--- config.mk ---
export PLATFORM = sky130hd
export DESIGN_NAME = ring_arc_span_generator_flat
export DESIGN_NICKNAME = d
export VERILOG_FILES = /design/src/rtl/rasg_pkg.sv /design/src/rtl/rasg_if.sv /design/src/rtl/ring_arc_span_generator.sv /design/src/rtl/rasg_root_cell.sv /design/src/flat_wrapper.sv
export VERILOG_INCLUDE_DIRS = /design/src /design/src/rtl
export SDC_FILE = /design/constraint.sdc
export NUM_CORES = 2
export LEC_CHECK = 0
export BUFFER_PORTS_ARGS = -buffer_cell sky130_fd_sc_hd__buf_2
export CORE_ASPECT_RATIO = 0.75
export CORE_MARGIN = 3
export CORE_UTILIZATION = 35
export CTS_BUF_LIST = sky130_fd_sc_hd__clkbuf_8
export CTS_CLUSTER_SIZE = 40
export DETAILED_ROUTE_END_ITERATION = 8
export GPL_TIMING_DRIVEN = 0
export PLACE_DENSITY = 0.59
export SLEW_MARGIN = 20
export SYNTH_ARGS = -nofsm -noshare
export SYNTH_HDL_FRONTEND = slang
export SYNTH_SLANG_ARGS = --single-unit
--- constraint.sdc ---
create_clock -name clk_i -period 89.8 [get_ports clk_i]
set_input_delay 17.96 -clock clk_i [delete_from_list [all_inputs] [get_ports clk_i]]
set_output_delay 17.96 -clock clk_i [all_outputs]
set_load 0.01 [all_outputs]
--- src/rtl/ring_arc_span_generator_assert.svh ---
// Assertion helpers for the ring arc span generator.
`ifndef RING_ARC_SPAN_GENERATOR_ASSERT_SVH
`define RING_ARC_SPAN_GENERATOR_ASSERT_SVH

`ifndef ASSERT_OFF
`define RASG_ASSERT(lbl, clk, rst_n, prop, msg) \
  lbl: assert property (@(posedge clk) disable iff (!rst_n) prop) else $error(msg);
`define RASG_ASSERT_ALWAYS(lbl, clk, prop, msg) \
  lbl: assert property (@(posedge clk) prop) else $error(msg);
`else
`define RASG_ASSERT(lbl, clk, rst_n, prop, msg)
`define RASG_ASSERT_ALWAYS(lbl, clk, prop, msg)
`endif

`endif

--- src/rtl/rasg_pkg.sv ---
package rasg_pkg;

  // Configuration register indexes
  localparam int unsigned CfgIdxW = 3;
  localparam logic [CfgIdxW-1:0] CFG_CLIP_LEFT   = 3'd0;
  localparam logic [CfgIdxW-1:0] CFG_CLIP_RIGHT  = 3'd1;
  localparam logic [CfgIdxW-1:0] CFG_CLIP_TOP    = 3'd2;
  localparam logic [CfgIdxW-1:0] CFG_CLIP_BOTTOM = 3'd3;
  localparam logic [CfgIdxW-1:0] CFG_LINE_STRIDE = 3'd4;

  // Quadrant mask bits
  localparam int unsigned QM_HIDE_TOP    = 0;
  localparam int unsigned QM_HIDE_BOTTOM = 1;
  localparam int unsigned QM_HIDE_LEFT   = 2;
  localparam int unsigned QM_HIDE_RIGHT  = 3;

  localparam int unsigned ColorW       = 32;
  localparam int unsigned StrideReset  = 640;

endpackage

--- src/rtl/rasg_if.sv ---
interface rasg_cmd_if #(
  parameter int unsigned CB = 12,
  parameter int unsigned RB = 10
);
  logic                  valid;
  logic                  ready;
  logic                  mode;
  logic [CB-1:0]         center_x;
  logic [CB-1:0]         center_y;
  logic [RB-1:0]         outer_radius;
  logic [RB-1:0]         inner_radius;
  logic [3:0]            quadrant_mask;
  logic signed [RB:0]    offset;
  logic [rasg_pkg::ColorW-1:0] fill_color;

  modport source (output valid, mode, center_x, center_y, outer_radius, inner_radius,
                  quadrant_mask, offset, fill_color, input ready);
  modport sink (input valid, mode, center_x, center_y, outer_radius, inner_radius,
                quadrant_mask, offset, fill_color, output ready);
endinterface

interface rasg_span_if #(
  parameter int unsigned CB = 12
);
  logic                    valid;
  logic                    ready;
  logic signed [2*CB:0]    span_start;
  logic signed [2*CB:0]    span_end;
  logic                    vertical;
  logic [rasg_pkg::ColorW-1:0] span_color;
  logic                    last;

  modport source (output valid, span_start, span_end, vertical, span_color, last,
                  input ready);
  modport sink (input valid, span_start, span_end, vertical, span_color, last,
                output ready);
endinterface

interface rasg_cfg_if #(
  parameter int unsigned CB = 12
);
  logic                          valid;
  logic                          ready;
  logic [rasg_pkg::CfgIdxW-1:0]  index;
  logic [CB:0]                   data;

  modport source (output valid, index, data, input ready);
  modport sink (input valid, index, data, output ready);
endinterface

--- src/rtl/ring_arc_span_generator.sv ---
// Ring arc span generator: one ring row or column command per request in, zero to two
// framebuffer address spans out. The pipeline is fully streamed and takes one command
// per cycle while the output buffer has room; a command that yields two spans holds
// the input while both wait there. Commands pass stages 1 and 2, the square-root cell
// chain that resolves one root bit per cell, stages 3 and 4, and the output buffer.
// Configuration registers are written through the configuration channel, always ready.
module ring_arc_span_generator #(
  parameter int unsigned COORD_BITS  = 12,
  parameter int unsigned RADIUS_BITS = 10
) (
  input  logic        clk_i,
  input  logic        rst_ni,
  rasg_cfg_if.sink    cfg_i,
  rasg_cmd_if.sink    cmd_i,
  rasg_span_if.source span_o
);
  `include "ring_arc_span_generator_assert.svh"

  localparam int unsigned CB = COORD_BITS;
  localparam int unsigned RB = RADIUS_BITS;
  localparam int unsigned RW = 2 * RB;
  localparam int unsigned AW = 2 * CB + 1;
  localparam int unsigned PW = ((CB > RB) ? CB : RB) + 2;
  localparam int unsigned FW = CB + PW + 3;
  localparam int unsigned CW = rasg_pkg::ColorW;
  localparam int unsigned PL = 1 + 2 * CB + 4 + (RB + 1) + CW + 1;

  // Configuration registers
  logic [CB-1:0] clip_left_q, clip_top_q;
  logic [CB:0]   clip_right_q, clip_bottom_q, line_stride_q;

  assign cfg_i.ready = 1'b1;

  always_ff @(posedge clk_i or negedge rst_ni) begin
    if (!rst_ni) begin
      clip_left_q   <= '0;
      clip_right_q  <= (CB+1)'(1) << CB;
      clip_top_q    <= '0;
      clip_bottom_q <= (CB+1)'(1) << CB;
      line_stride_q <= (CB+1)'(rasg_pkg::StrideReset);
    end else if (cfg_i.valid) begin
      case (cfg_i.index)
        rasg_pkg::CFG_CLIP_LEFT:   clip_left_q   <= cfg_i.data[CB-1:0];
        rasg_pkg::CFG_CLIP_RIGHT:  clip_right_q  <= cfg_i.data;
        rasg_pkg::CFG_CLIP_TOP:    clip_top_q    <= cfg_i.data[CB-1:0];
        rasg_pkg::CFG_CLIP_BOTTOM: clip_bottom_q <= cfg_i.data;
        rasg_pkg::CFG_LINE_STRIDE: line_stride_q <= cfg_i.data;
        default: ;
      endcase
    end
  end

  // Pipeline enable: move when the output buffer will have room
  logic en;
  logic vb0_q, vb1_q;
  logic out_fire;

  assign out_fire    = span_o.valid && span_o.ready;
  assign en          = !(vb0_q || vb1_q) || (out_fire && !(vb0_q && vb1_q));
  assign cmd_i.ready = en;

  // Stage 1: squares of the radii and the offset
  logic [RB:0]   off_abs;
  logic [RW:0]   sqf_d;
  logic          v1_q;
  logic [RW-1:0] sqo_q, sqi_q;
  logic [RW:0]   sqf_q;
  logic [PL-1:0] pl1_q;

  always_comb begin
    off_abs = cmd_i.offset[RB] ? (RB+1)'(-cmd_i.offset) : (RB+1)'(cmd_i.offset);
    sqf_d   = (RW+1)'(off_abs) * (RW+1)'(off_abs);
  end

  always_ff @(posedge clk_i or negedge rst_ni) begin
    if (!rst_ni) begin
      v1_q <= 1'b0;
    end else if (en) begin
      v1_q <= cmd_i.valid;
    end
  end

  always_ff @(posedge clk_i) begin
    if (en) begin
      sqo_q <= RW'(cmd_i.outer_radius) * RW'(cmd_i.outer_radius);
      sqi_q <= RW'(cmd_i.inner_radius) * RW'(cmd_i.inner_radius);
      sqf_q <= sqf_d;
      pl1_q <= {cmd_i.mode, cmd_i.center_x, cmd_i.center_y, cmd_i.quadrant_mask,
                cmd_i.offset, cmd_i.fill_color, 1'b0};
    end
  end

  // Stage 2: radicands, clamp negatives, flag the hole
  logic [RW+1:0] dif_o, dif_i;
  logic          v2_q;
  logic [RW-1:0] rado_q, radi_q;
  logic [PL-1:0] pl2_q;

  always_comb begin
    dif_o = (RW+2)'(sqo_q) - (RW+2)'(sqf_q);
    dif_i = (RW+2)'(sqi_q) - (RW+2)'(sqf_q);
  end

  always_ff @(posedge clk_i or negedge rst_ni) begin
    if (!rst_ni) begin
      v2_q <= 1'b0;
    end else if (en) begin
      v2_q <= v1_q;
    end
  end

  always_ff @(posedge clk_i) begin
    if (en) begin
      rado_q <= dif_o[RW+1] ? '0 : dif_o[RW-1:0];
      radi_q <= dif_i[RW+1] ? '0 : dif_i[RW-1:0];
      pl2_q  <= {pl1_q[PL-1:1], !dif_i[RW+1]};
    end
  end

  // Root cell chain, most significant root bit first
  logic          cv [RB+1];
  logic [RB-1:0] cqo [RB+1];
  logic [RW-1:0] cro [RB+1];
  logic [RB-1:0] cqi [RB+1];
  logic [RW-1:0] cri [RB+1];
  logic [PL-1:0] cpl [RB+1];

  assign cv[0]  = v2_q;
  assign cqo[0] = '0;
  assign cro[0] = rado_q;
  assign cqi[0] = '0;
  assign cri[0] = radi_q;
  assign cpl[0] = pl2_q;

  for (genvar g = 0; g < RB; g++) begin : g_cell
    rasg_root_cell #(
      .RB (RB),
      .K  (RB - 1 - g),
      .PL (PL)
    ) u_cell (
      .clk_i   (clk_i),
      .rst_ni  (rst_ni),
      .en_i    (en),
      .valid_i (cv[g]),
      .qo_i    (cqo[g]),
      .ro_i    (cro[g]),
      .qi_i    (cqi[g]),
      .ri_i    (cri[g]),
      .pl_i    (cpl[g]),
      .valid_o (cv[g+1]),
      .qo_o    (cqo[g+1]),
      .ro_o    (cro[g+1]),
      .qi_o    (cqi[g+1]),
      .ri_o    (cri[g+1]),
      .pl_o    (cpl[g+1])
    );
  end

  // Stage 3: round roots, form edges and clip
  logic                 p_mode, p_hole;
  logic [CB-1:0]        p_cx, p_cy;
  logic [3:0]           p_qm;
  logic signed [RB:0]   p_off;
  logic [CW-1:0]        p_color;
  logic signed [PW-1:0] w, lane, center, along, lo, hi, lob, hib;
  logic                 show_lo, show_hi;

  always_comb begin
    {p_mode, p_cx, p_cy, p_qm, p_off, p_color, p_hole} = cpl[RB];
    w    = PW'(cqo[RB]) + PW'((RW)'(cqo[RB]) < cro[RB]) - PW'(1);
    lane = PW'(cqi[RB]) + PW'((RW)'(cqi[RB]) < cri[RB]);
    if (p_mode) begin
      show_lo = !p_qm[rasg_pkg::QM_HIDE_TOP];
      show_hi = !p_qm[rasg_pkg::QM_HIDE_BOTTOM];
      center  = PW'(p_cy);
      along   = PW'(p_cx) + PW'(p_off);
      lob     = PW'(clip_top_q);
      hib     = PW'(clip_bottom_q);
    end else begin
      show_lo = !p_qm[rasg_pkg::QM_HIDE_LEFT];
      show_hi = !p_qm[rasg_pkg::QM_HIDE_RIGHT];
      center  = PW'(p_cx);
      along   = PW'(p_cy) + PW'(p_off);
      lob     = PW'(clip_left_q);
      hib     = PW'(clip_right_q);
    end
    lo = show_lo ? center - w : center;
    hi = show_hi ? center + w : center;
    if (lo < lob) lo = lob;
    if (hi >= hib) hi = hib - PW'(1);
  end

  logic                 v3_q;
  logic signed [PW-1:0] lo3_q, hi3_q, hl3_q, hh3_q, al3_q;
  logic                 mode3_q, slo3_q, shi3_q, hole3_q;
  logic [CW-1:0]        col3_q;

  always_ff @(posedge clk_i or negedge rst_ni) begin
    if (!rst_ni) begin
      v3_q <= 1'b0;
    end else if (en) begin
      v3_q <= cv[RB];
    end
  end

  always_ff @(posedge clk_i) begin
    if (en) begin
      lo3_q   <= lo;
      hi3_q   <= hi;
      hl3_q   <= center - lane;
      hh3_q   <= center + lane;
      al3_q   <= along;
      mode3_q <= p_mode;
      slo3_q  <= show_lo;
      shi3_q  <= show_hi;
      hole3_q <= p_hole;
      col3_q  <= p_color;
    end
  end

  // Stage 4: stride products for the four addresses
  logic signed [FW-1:0] stride_s;
  logic                 v4_q;
  logic signed [FW-1:0] ps_q, pe_q, pl_q, ph_q;
  logic signed [PW-1:0] as_q, ae_q, al_q, ah_q;
  logic                 mode4_q, slo4_q, shi4_q, hole4_q;
  logic [CW-1:0]        col4_q;

  assign stride_s = FW'(line_stride_q);

  always_ff @(posedge clk_i or negedge rst_ni) begin
    if (!rst_ni) begin
      v4_q <= 1'b0;
    end else if (en) begin
      v4_q <= v3_q;
    end
  end

  always_ff @(posedge clk_i) begin
    if (en) begin
      ps_q    <= stride_s * FW'(mode3_q ? lo3_q : al3_q);
      pe_q    <= stride_s * FW'(mode3_q ? hi3_q : al3_q);
      pl_q    <= stride_s * FW'(mode3_q ? hl3_q : al3_q);
      ph_q    <= stride_s * FW'(mode3_q ? hh3_q : al3_q);
      as_q    <= mode3_q ? al3_q : lo3_q;
      ae_q    <= mode3_q ? al3_q : hi3_q;
      al_q    <= mode3_q ? al3_q : hl3_q;
      ah_q    <= mode3_q ? al3_q : hh3_q;
      mode4_q <= mode3_q;
      slo4_q  <= slo3_q;
      shi4_q  <= shi3_q;
      hole4_q <= hole3_q;
      col4_q  <= col3_q;
    end
  end

  // Stage 5: addresses, drop empty spans, load the output buffer
  logic signed [FW-1:0] a_s, a_e, a_l, a_h;
  logic [AW-1:0]        s0, e0, s1, e1;
  logic                 val0, val1;

  always_comb begin
    a_s = ps_q + FW'(as_q);
    a_e = pe_q + FW'(ae_q);
    a_l = pl_q + FW'(al_q);
    a_h = ph_q + FW'(ah_q);
    s0  = a_s[AW-1:0];
    s1  = a_h[AW-1:0];
    e1  = a_e[AW-1:0];
    if (hole4_q) begin
      e0   = a_l[AW-1:0];
      val0 = slo4_q && (a_s <= a_l);
      val1 = shi4_q && (a_h <= a_e);
    end else begin
      e0   = a_e[AW-1:0];
      val0 = a_s <= a_e;
      val1 = 1'b0;
    end
  end

  logic [AW-1:0] b0s_q, b0e_q, b1s_q, b1e_q;
  logic          bmode_q;
  logic [CW-1:0] bcol_q;

  always_ff @(posedge clk_i or negedge rst_ni) begin
    if (!rst_ni) begin
      vb0_q <= 1'b0;
      vb1_q <= 1'b0;
    end else if (en) begin
      vb0_q <= v4_q && val0;
      vb1_q <= v4_q && val1;
    end else if (out_fire) begin
      if (vb0_q) vb0_q <= 1'b0;
      else vb1_q <= 1'b0;
    end
  end

  always_ff @(posedge clk_i) begin
    if (en) begin
      b0s_q   <= s0;
      b0e_q   <= e0;
      b1s_q   <= s1;
      b1e_q   <= e1;
      bmode_q <= mode4_q;
      bcol_q  <= col4_q;
    end
  end

  // Present the first pending span
  assign span_o.valid      = vb0_q || vb1_q;
  assign span_o.span_start = vb0_q ? b0s_q : b1s_q;
  assign span_o.span_end   = vb0_q ? b0e_q : b1e_q;
  assign span_o.vertical   = bmode_q;
  assign span_o.span_color = bcol_q;
  assign span_o.last       = !(vb0_q && vb1_q);

  `RASG_ASSERT(a_full_blocks, clk_i, rst_ni, (vb0_q && vb1_q) |-> !en, "full buffer must stall")
  `RASG_ASSERT(a_empty_moves, clk_i, rst_ni, !(vb0_q || vb1_q) |-> en, "empty buffer must not stall")
  `RASG_ASSERT(a_stall_holds, clk_i, rst_ni, !en |=> $stable(v4_q), "stage moved during stall")
endmodule

--- src/rtl/rasg_root_cell.sv ---
// One result bit of two digit-by-digit square roots, with payload riding along.
module rasg_root_cell #(
  parameter int unsigned RB = 10,
  parameter int unsigned K  = 0,
  parameter int unsigned PL = 8
) (
  input  logic            clk_i,
  input  logic            rst_ni,
  input  logic            en_i,
  input  logic            valid_i,
  input  logic [RB-1:0]   qo_i,
  input  logic [2*RB-1:0] ro_i,
  input  logic [RB-1:0]   qi_i,
  input  logic [2*RB-1:0] ri_i,
  input  logic [PL-1:0]   pl_i,
  output logic            valid_o,
  output logic [RB-1:0]   qo_o,
  output logic [2*RB-1:0] ro_o,
  output logic [RB-1:0]   qi_o,
  output logic [2*RB-1:0] ri_o,
  output logic [PL-1:0]   pl_o
);
  localparam int unsigned RW = 2 * RB;

  logic [RW:0]    to, ti;
  logic           go, gi;
  logic [RB-1:0]  qo_d, qi_d;
  logic [RW-1:0]  ro_d, ri_d;
  logic           valid_q;
  logic [RB-1:0]  qo_q, qi_q;
  logic [RW-1:0]  ro_q, ri_q;
  logic [PL-1:0]  pl_q;

  // Try setting bit K: cost is 2*q*2^K + 4^K
  always_comb begin
    to   = ((RW+1)'(qo_i) << (K + 1)) + ((RW+1)'(1) << (2 * K));
    ti   = ((RW+1)'(qi_i) << (K + 1)) + ((RW+1)'(1) << (2 * K));
    go   = {1'b0, ro_i} >= to;
    gi   = {1'b0, ri_i} >= ti;
    qo_d = go ? (qo_i | (RB'(1) << K)) : qo_i;
    qi_d = gi ? (qi_i | (RB'(1) << K)) : qi_i;
    ro_d = go ? RW'({1'b0, ro_i} - to) : ro_i;
    ri_d = gi ? RW'({1'b0, ri_i} - ti) : ri_i;
  end

  // Advance valid with the pipeline
  always_ff @(posedge clk_i or negedge rst_ni) begin
    if (!rst_ni) begin
      valid_q <= 1'b0;
    end else if (en_i) begin
      valid_q <= valid_i;
    end
  end

  // Hand partial roots to the next cell
  always_ff @(posedge clk_i) begin
    if (en_i) begin
      qo_q <= qo_d;
      qi_q <= qi_d;
      ro_q <= ro_d;
      ri_q <= ri_d;
      pl_q <= pl_i;
    end
  end

  assign valid_o = valid_q;
  assign qo_o    = qo_q;
  assign ro_o    = ro_q;
  assign qi_o    = qi_q;
  assign ri_o    = ri_q;
  assign pl_o    = pl_q;
endmodule
--- src/flat_wrapper.sv ---
// flat-port wrapper written by rule: the top's interface ports become plain ports
module ring_arc_span_generator_flat 
#(
  parameter int unsigned COORD_BITS  = 12,
  parameter int unsigned RADIUS_BITS = 10
)
  (clk_i, rst_ni, cfg_i_valid, cfg_i_index, cfg_i_data, cfg_i_ready, cmd_i_valid, cmd_i_mode, cmd_i_center_x, cmd_i_center_y, cmd_i_outer_radius, cmd_i_inner_radius, cmd_i_quadrant_mask, cmd_i_offset, cmd_i_fill_color, cmd_i_ready, span_o_valid, span_o_span_start, span_o_span_end, span_o_vertical, span_o_span_color, span_o_last, span_o_ready);
  rasg_cfg_if cfg_i_i ();
  rasg_cmd_if cmd_i_i ();
  rasg_span_if span_o_i ();
  input  logic clk_i;
  input  logic rst_ni;
  input wire logic [$bits(cfg_i_i.valid)-1:0] cfg_i_valid;
  input wire logic [$bits(cfg_i_i.index)-1:0] cfg_i_index;
  input wire logic [$bits(cfg_i_i.data)-1:0] cfg_i_data;
  output wire logic [$bits(cfg_i_i.ready)-1:0] cfg_i_ready;
  input wire logic [$bits(cmd_i_i.valid)-1:0] cmd_i_valid;
  input wire logic [$bits(cmd_i_i.mode)-1:0] cmd_i_mode;
  input wire logic [$bits(cmd_i_i.center_x)-1:0] cmd_i_center_x;
  input wire logic [$bits(cmd_i_i.center_y)-1:0] cmd_i_center_y;
  input wire logic [$bits(cmd_i_i.outer_radius)-1:0] cmd_i_outer_radius;
  input wire logic [$bits(cmd_i_i.inner_radius)-1:0] cmd_i_inner_radius;
  input wire logic [$bits(cmd_i_i.quadrant_mask)-1:0] cmd_i_quadrant_mask;
  input wire logic [$bits(cmd_i_i.offset)-1:0] cmd_i_offset;
  input wire logic [$bits(cmd_i_i.fill_color)-1:0] cmd_i_fill_color;
  output wire logic [$bits(cmd_i_i.ready)-1:0] cmd_i_ready;
  output wire logic [$bits(span_o_i.valid)-1:0] span_o_valid;
  output wire logic [$bits(span_o_i.span_start)-1:0] span_o_span_start;
  output wire logic [$bits(span_o_i.span_end)-1:0] span_o_span_end;
  output wire logic [$bits(span_o_i.vertical)-1:0] span_o_vertical;
  output wire logic [$bits(span_o_i.span_color)-1:0] span_o_span_color;
  output wire logic [$bits(span_o_i.last)-1:0] span_o_last;
  input wire logic [$bits(span_o_i.ready)-1:0] span_o_ready;
  assign cfg_i_i.valid = cfg_i_valid;
  assign cfg_i_i.index = cfg_i_index;
  assign cfg_i_i.data = cfg_i_data;
  assign cfg_i_ready = cfg_i_i.ready;
  assign cmd_i_i.valid = cmd_i_valid;
  assign cmd_i_i.mode = cmd_i_mode;
  assign cmd_i_i.center_x = cmd_i_center_x;
  assign cmd_i_i.center_y = cmd_i_center_y;
  assign cmd_i_i.outer_radius = cmd_i_outer_radius;
  assign cmd_i_i.inner_radius = cmd_i_inner_radius;
  assign cmd_i_i.quadrant_mask = cmd_i_quadrant_mask;
  assign cmd_i_i.offset = cmd_i_offset;
  assign cmd_i_i.fill_color = cmd_i_fill_color;
  assign cmd_i_ready = cmd_i_i.ready;
  assign span_o_valid = span_o_i.valid;
  assign span_o_span_start = span_o_i.span_start;
  assign span_o_span_end = span_o_i.span_end;
  assign span_o_vertical = span_o_i.vertical;
  assign span_o_span_color = span_o_i.span_color;
  assign span_o_last = span_o_i.last;
  assign span_o_i.ready = span_o_ready;
  ring_arc_span_generator #(.COORD_BITS(COORD_BITS), .RADIUS_BITS(RADIUS_BITS)) u_core (.clk_i(clk_i), .rst_ni(rst_ni), .cfg_i(cfg_i_i), .cmd_i(cmd_i_i), .span_o(span_o_i));
endmodule
==> impl_metrics.csv <==
group,metric,value,unit
critical_path,crit-reg2reg-launch,"u_core.mode3_q$_DFFE_PP_",
worst_hold_path,worstHoldStart,"u_core.g_cell[7].u_cell.pl_o[66]$_DFFE_PP_",
floorplan,start_util,35.4,%
critical_path,worst_path_max_delay_cell,"inv_8",
critical_path,cpMostUsedCell,"buf_16",
final_layout,final_common_cell,"edfxtp_1",
timing,fin_crit,40.37,ns
timing,worst_pin_slew,1.29,ns
logic_synthesis,synth_ff_type,"edfxtp_1",
grt,grt_max_degree,120,
drt,drc_errors,0,
clocking,clockRootBuffer,"clkbuf_8",
timing,rsz0062_at_grt,"no",
final_layout,nets,12200,
timing,drv_slew,0,
placed_design,hpwlAfterDp,237000,um
floorplan,row_count,186,
final_layout,drive_gt1_share,8.79,%
clocking,cts_num_sinks,2004,
clocking,clkLatencyLatePin,1.03,ns
timing,fin_setup_tns,0,ns
clocking,htreeDepth,5,
timing,fin_worst_skew,0.0919,ns
critical_path,cp.arrival,22.41,ns
clocking,cts_made_buffers,333,
clocking,cts_tree,"yes",
drt,vias_per_cell,4.84,
timing,layout_setup_ws,49.43,ns
critical_path,worstSetupStartpoint,"span_o_ready",
drt,post_drt_wl_per_cell,19.9,um
floorplan,ioPinCount,200,
logic_synthesis,ys_seq_area_share,49.1,%
worst_hold_path,hold_class,"register to register",
grt,antenna_found_initial,72,
grt,grtUsageTotal,16.9,%
logic_synthesis,yosysUniqueCellTypes,95,
clocking,post-cts-setup-buffers,0,
placed_design,port_buffers,195,
timing,finalHoldViolCount,0,
logic_synthesis,syn-cell-area,0.122,sq mm
critical_path,crit_required,71.84,ns
clocking,clockBufferDepth,4,
critical_path,critPathKind,"input pin to output pin",
timing,min_period_over_period,45.0,%
drt,drt_iter0_markers,5907,
critical_path,crit_path_max_fanout,104,
clocking,cts_repair_resize_count,0,
logic_synthesis,synth-edff-count,1925,
timing,maxSlewHeadroom,13.3,%
drt,vias,73500,
timing,fmax,0.0248,GHz
floorplan,die_x,687,um
grt,grt_pass1_vias,75400,
status,status,"finished clean",
logic_synthesis,synth_cells,9730,
logic_synthesis,yosysWarnings,0,
clocking,path_clk_slew,0.06,ns
floorplan,fp.dieH,517,um
final_layout,area_growth,11.5,%
drt,dr.pass1.iters,6,
logic_synthesis,synth.avg_cell_area,12.5,sq um
logic_synthesis,synth_seq_cells,2004,
critical_path,crit_chain,"buf_2 -> inv_1 -> maj3_1 -> clkbuf_1 -> inv_8 -> buf_16 -> buf_16 -> buf_16 -> buf_16 -> buf_16 -> buf_2",
floorplan,fp.coreArea,0.344,sq mm
floorplan,die-area,0.355,sq mm
placed_design,gp_congestion,0.948,
clocking,hold_buffers,0,
placed_design,post-place-ws,49.36,ns
final_layout,final_cell_mix,"edfxtp_1 (1925), inv_1 (1485), fa_1 (902), ha_1 (901), nand2_1 (695)",
drt,totalWireLength,302000,um
grt,grt_first_pass_wirelength,460000,um
critical_path,slowest_delay,0.61,ns
timing,setup_viol,0,
logic_synthesis,async_flop_share,3.94,%
grt,grt_overflow,0,
drt,ant_nets,0,
critical_path,worstSetupStartpointType,"input pin",
job,cap_violations,0,
critical_path,worst_setup_path_end_kind,"output pin",
per-layer routing:
metal / up-vias / track usage (%) / share of wire [%]
met5: - / 0 / 0.036
met4: 18 / 4.89 / 2.8
met3: 506 / 4.10 / 8.2
met2: 2295 / 23.8 / 40
met1: 36300 / 25.5 / 49
li1: 34300 / - / -
cells in the mapped netlist, drive strengths merged, types with 173 or more instances:
cell type | number | area, sq um
edfxtp | 1925 | 57800
o21ai | 300 | 1510
and2 | 422 | 2640
a21o | 197 | 1480
nand2 | 695 | 2610
a21oi | 383 | 1920
mux2 | 173 | 1950
inv | 1403 | 5270
xor2 | 211 | 1850
ha | 901 | 11300
fa | 902 | 18100
nor2 | 415 | 1560
xnor2 | 347 | 3040
clkbuf | 217 | 815
cell families (layout without fill, tap and decap cells):
group | after synthesis | count (layout) | share of synthesized area (%)
buffers and inverters | 1644 | 2460 | 5.09
other | 2 | 27 | 0.00617
flip-flops | 2004 | 2004 | 49.1
AO/OA/AOI/OAI | 1253 | 1253 | 6.49
XOR/XNOR | 558 | 558 | 4.01
multiplexers | 240 | 240 | 2.15
AND/OR/NAND/NOR | 2225 | 2225 | 9.08
adder cells (fa/ha/maj) | 1804 | 1804 | 24.1
state kept, by name, summed over array words and instances, names as in the netlist, 19 cells and up:
register	flops
u_core.pe_q	29
u_core.sqi_q	19
u_core.pl1_q	71
u_core.ps_q	29
u_core.g_cell.u_cell.ro_o	200
u_core.col3_q	32
u_core.g_cell.u_cell.qo_o	55
u_core.ph_q	29
u_core.sqf_q	20
u_core.g_cell.u_cell.qi_o	55
u_core.g_cell.u_cell.ri_o	200
u_core.b0e_q	25
u_core.rado_q	20
u_core.span_o.span_color	32
u_core.sqo_q	19
u_core.radi_q	20
u_core.pl_q	28
u_core.col4_q	32
u_core.pl2_q	73
u_core.g_cell.u_cell.pl_o	730
u_core.b1s_q	25
u_core.b0s_q	25
u_core.b1e_q	25
layout make-up:
| cell class | count | area [sq um] |
|---|---|---|
| fillers | 32800 | 209000 |
| flip-flops and latches | 2004 | 59800 |
| multi-input cells | 6088 | 56000 |
| well taps | 4606 | 5760 |
| inverters | 1406 | 5290 |
| clock buffers | 338 | 4650 |
| clock inverters | 261 | 1750 |
| repair buffers | 217 | 1580 |
| plain buffers | 238 | 945 |
| diodes | 19 | 47.5 |
worst paths after layout:
path | endpoint | cells after the start | slack [ns]
worst max-delay path | cmd_i_ready | 11 | 49.43
worst min-delay path | u_core.g_cell[8].u_cell.pl_o[66]$_DFFE_PP_ | 0 | 0.38
worst max register to register | u_core.pe_q[25]$_DFFE_PP_ | 28 | 79.10
worst min register to register | u_core.g_cell[8].u_cell.pl_o[66]$_DFFE_PP_ | 0 | 0.38
max in group asynchronous | u_core.clip_bottom_q[12]$_DFFE_PN1P_ | 2 | 72.09
min in group asynchronous | u_core.g_cell[3].u_cell.valid_o$_DFFE_PN0P_ | 1 | 16.96
metrics by stage:
| step | util, % | hold slack (ns) | std cells | instance area, sq um |
|---|---|---|---|---|
| after global placement | 37.3 | 0.400 | 14500 | 129000 |
| after detailed placement | 37.5 | 0.405 | 14600 | 129000 |
| after CTS | 39.4 | 0.342 | 15200 | 136000 |
| after global routing | 39.4 | 0.388 | 15200 | 136000 |
| after floorplan | - | 0.400 | 9736 | 122000 |
| final | 39.4 | 0.377 | 15200 | 136000 |
critical path: cells and delay by family:
family                   cells  cell delay, ns
buffers and inverters       10            3.43
adder cells (fa/ha/maj)      1            0.50
Power is not shown: default switching activity piles up to over one toggle a cycle in this logic, so the estimate is an artifact.
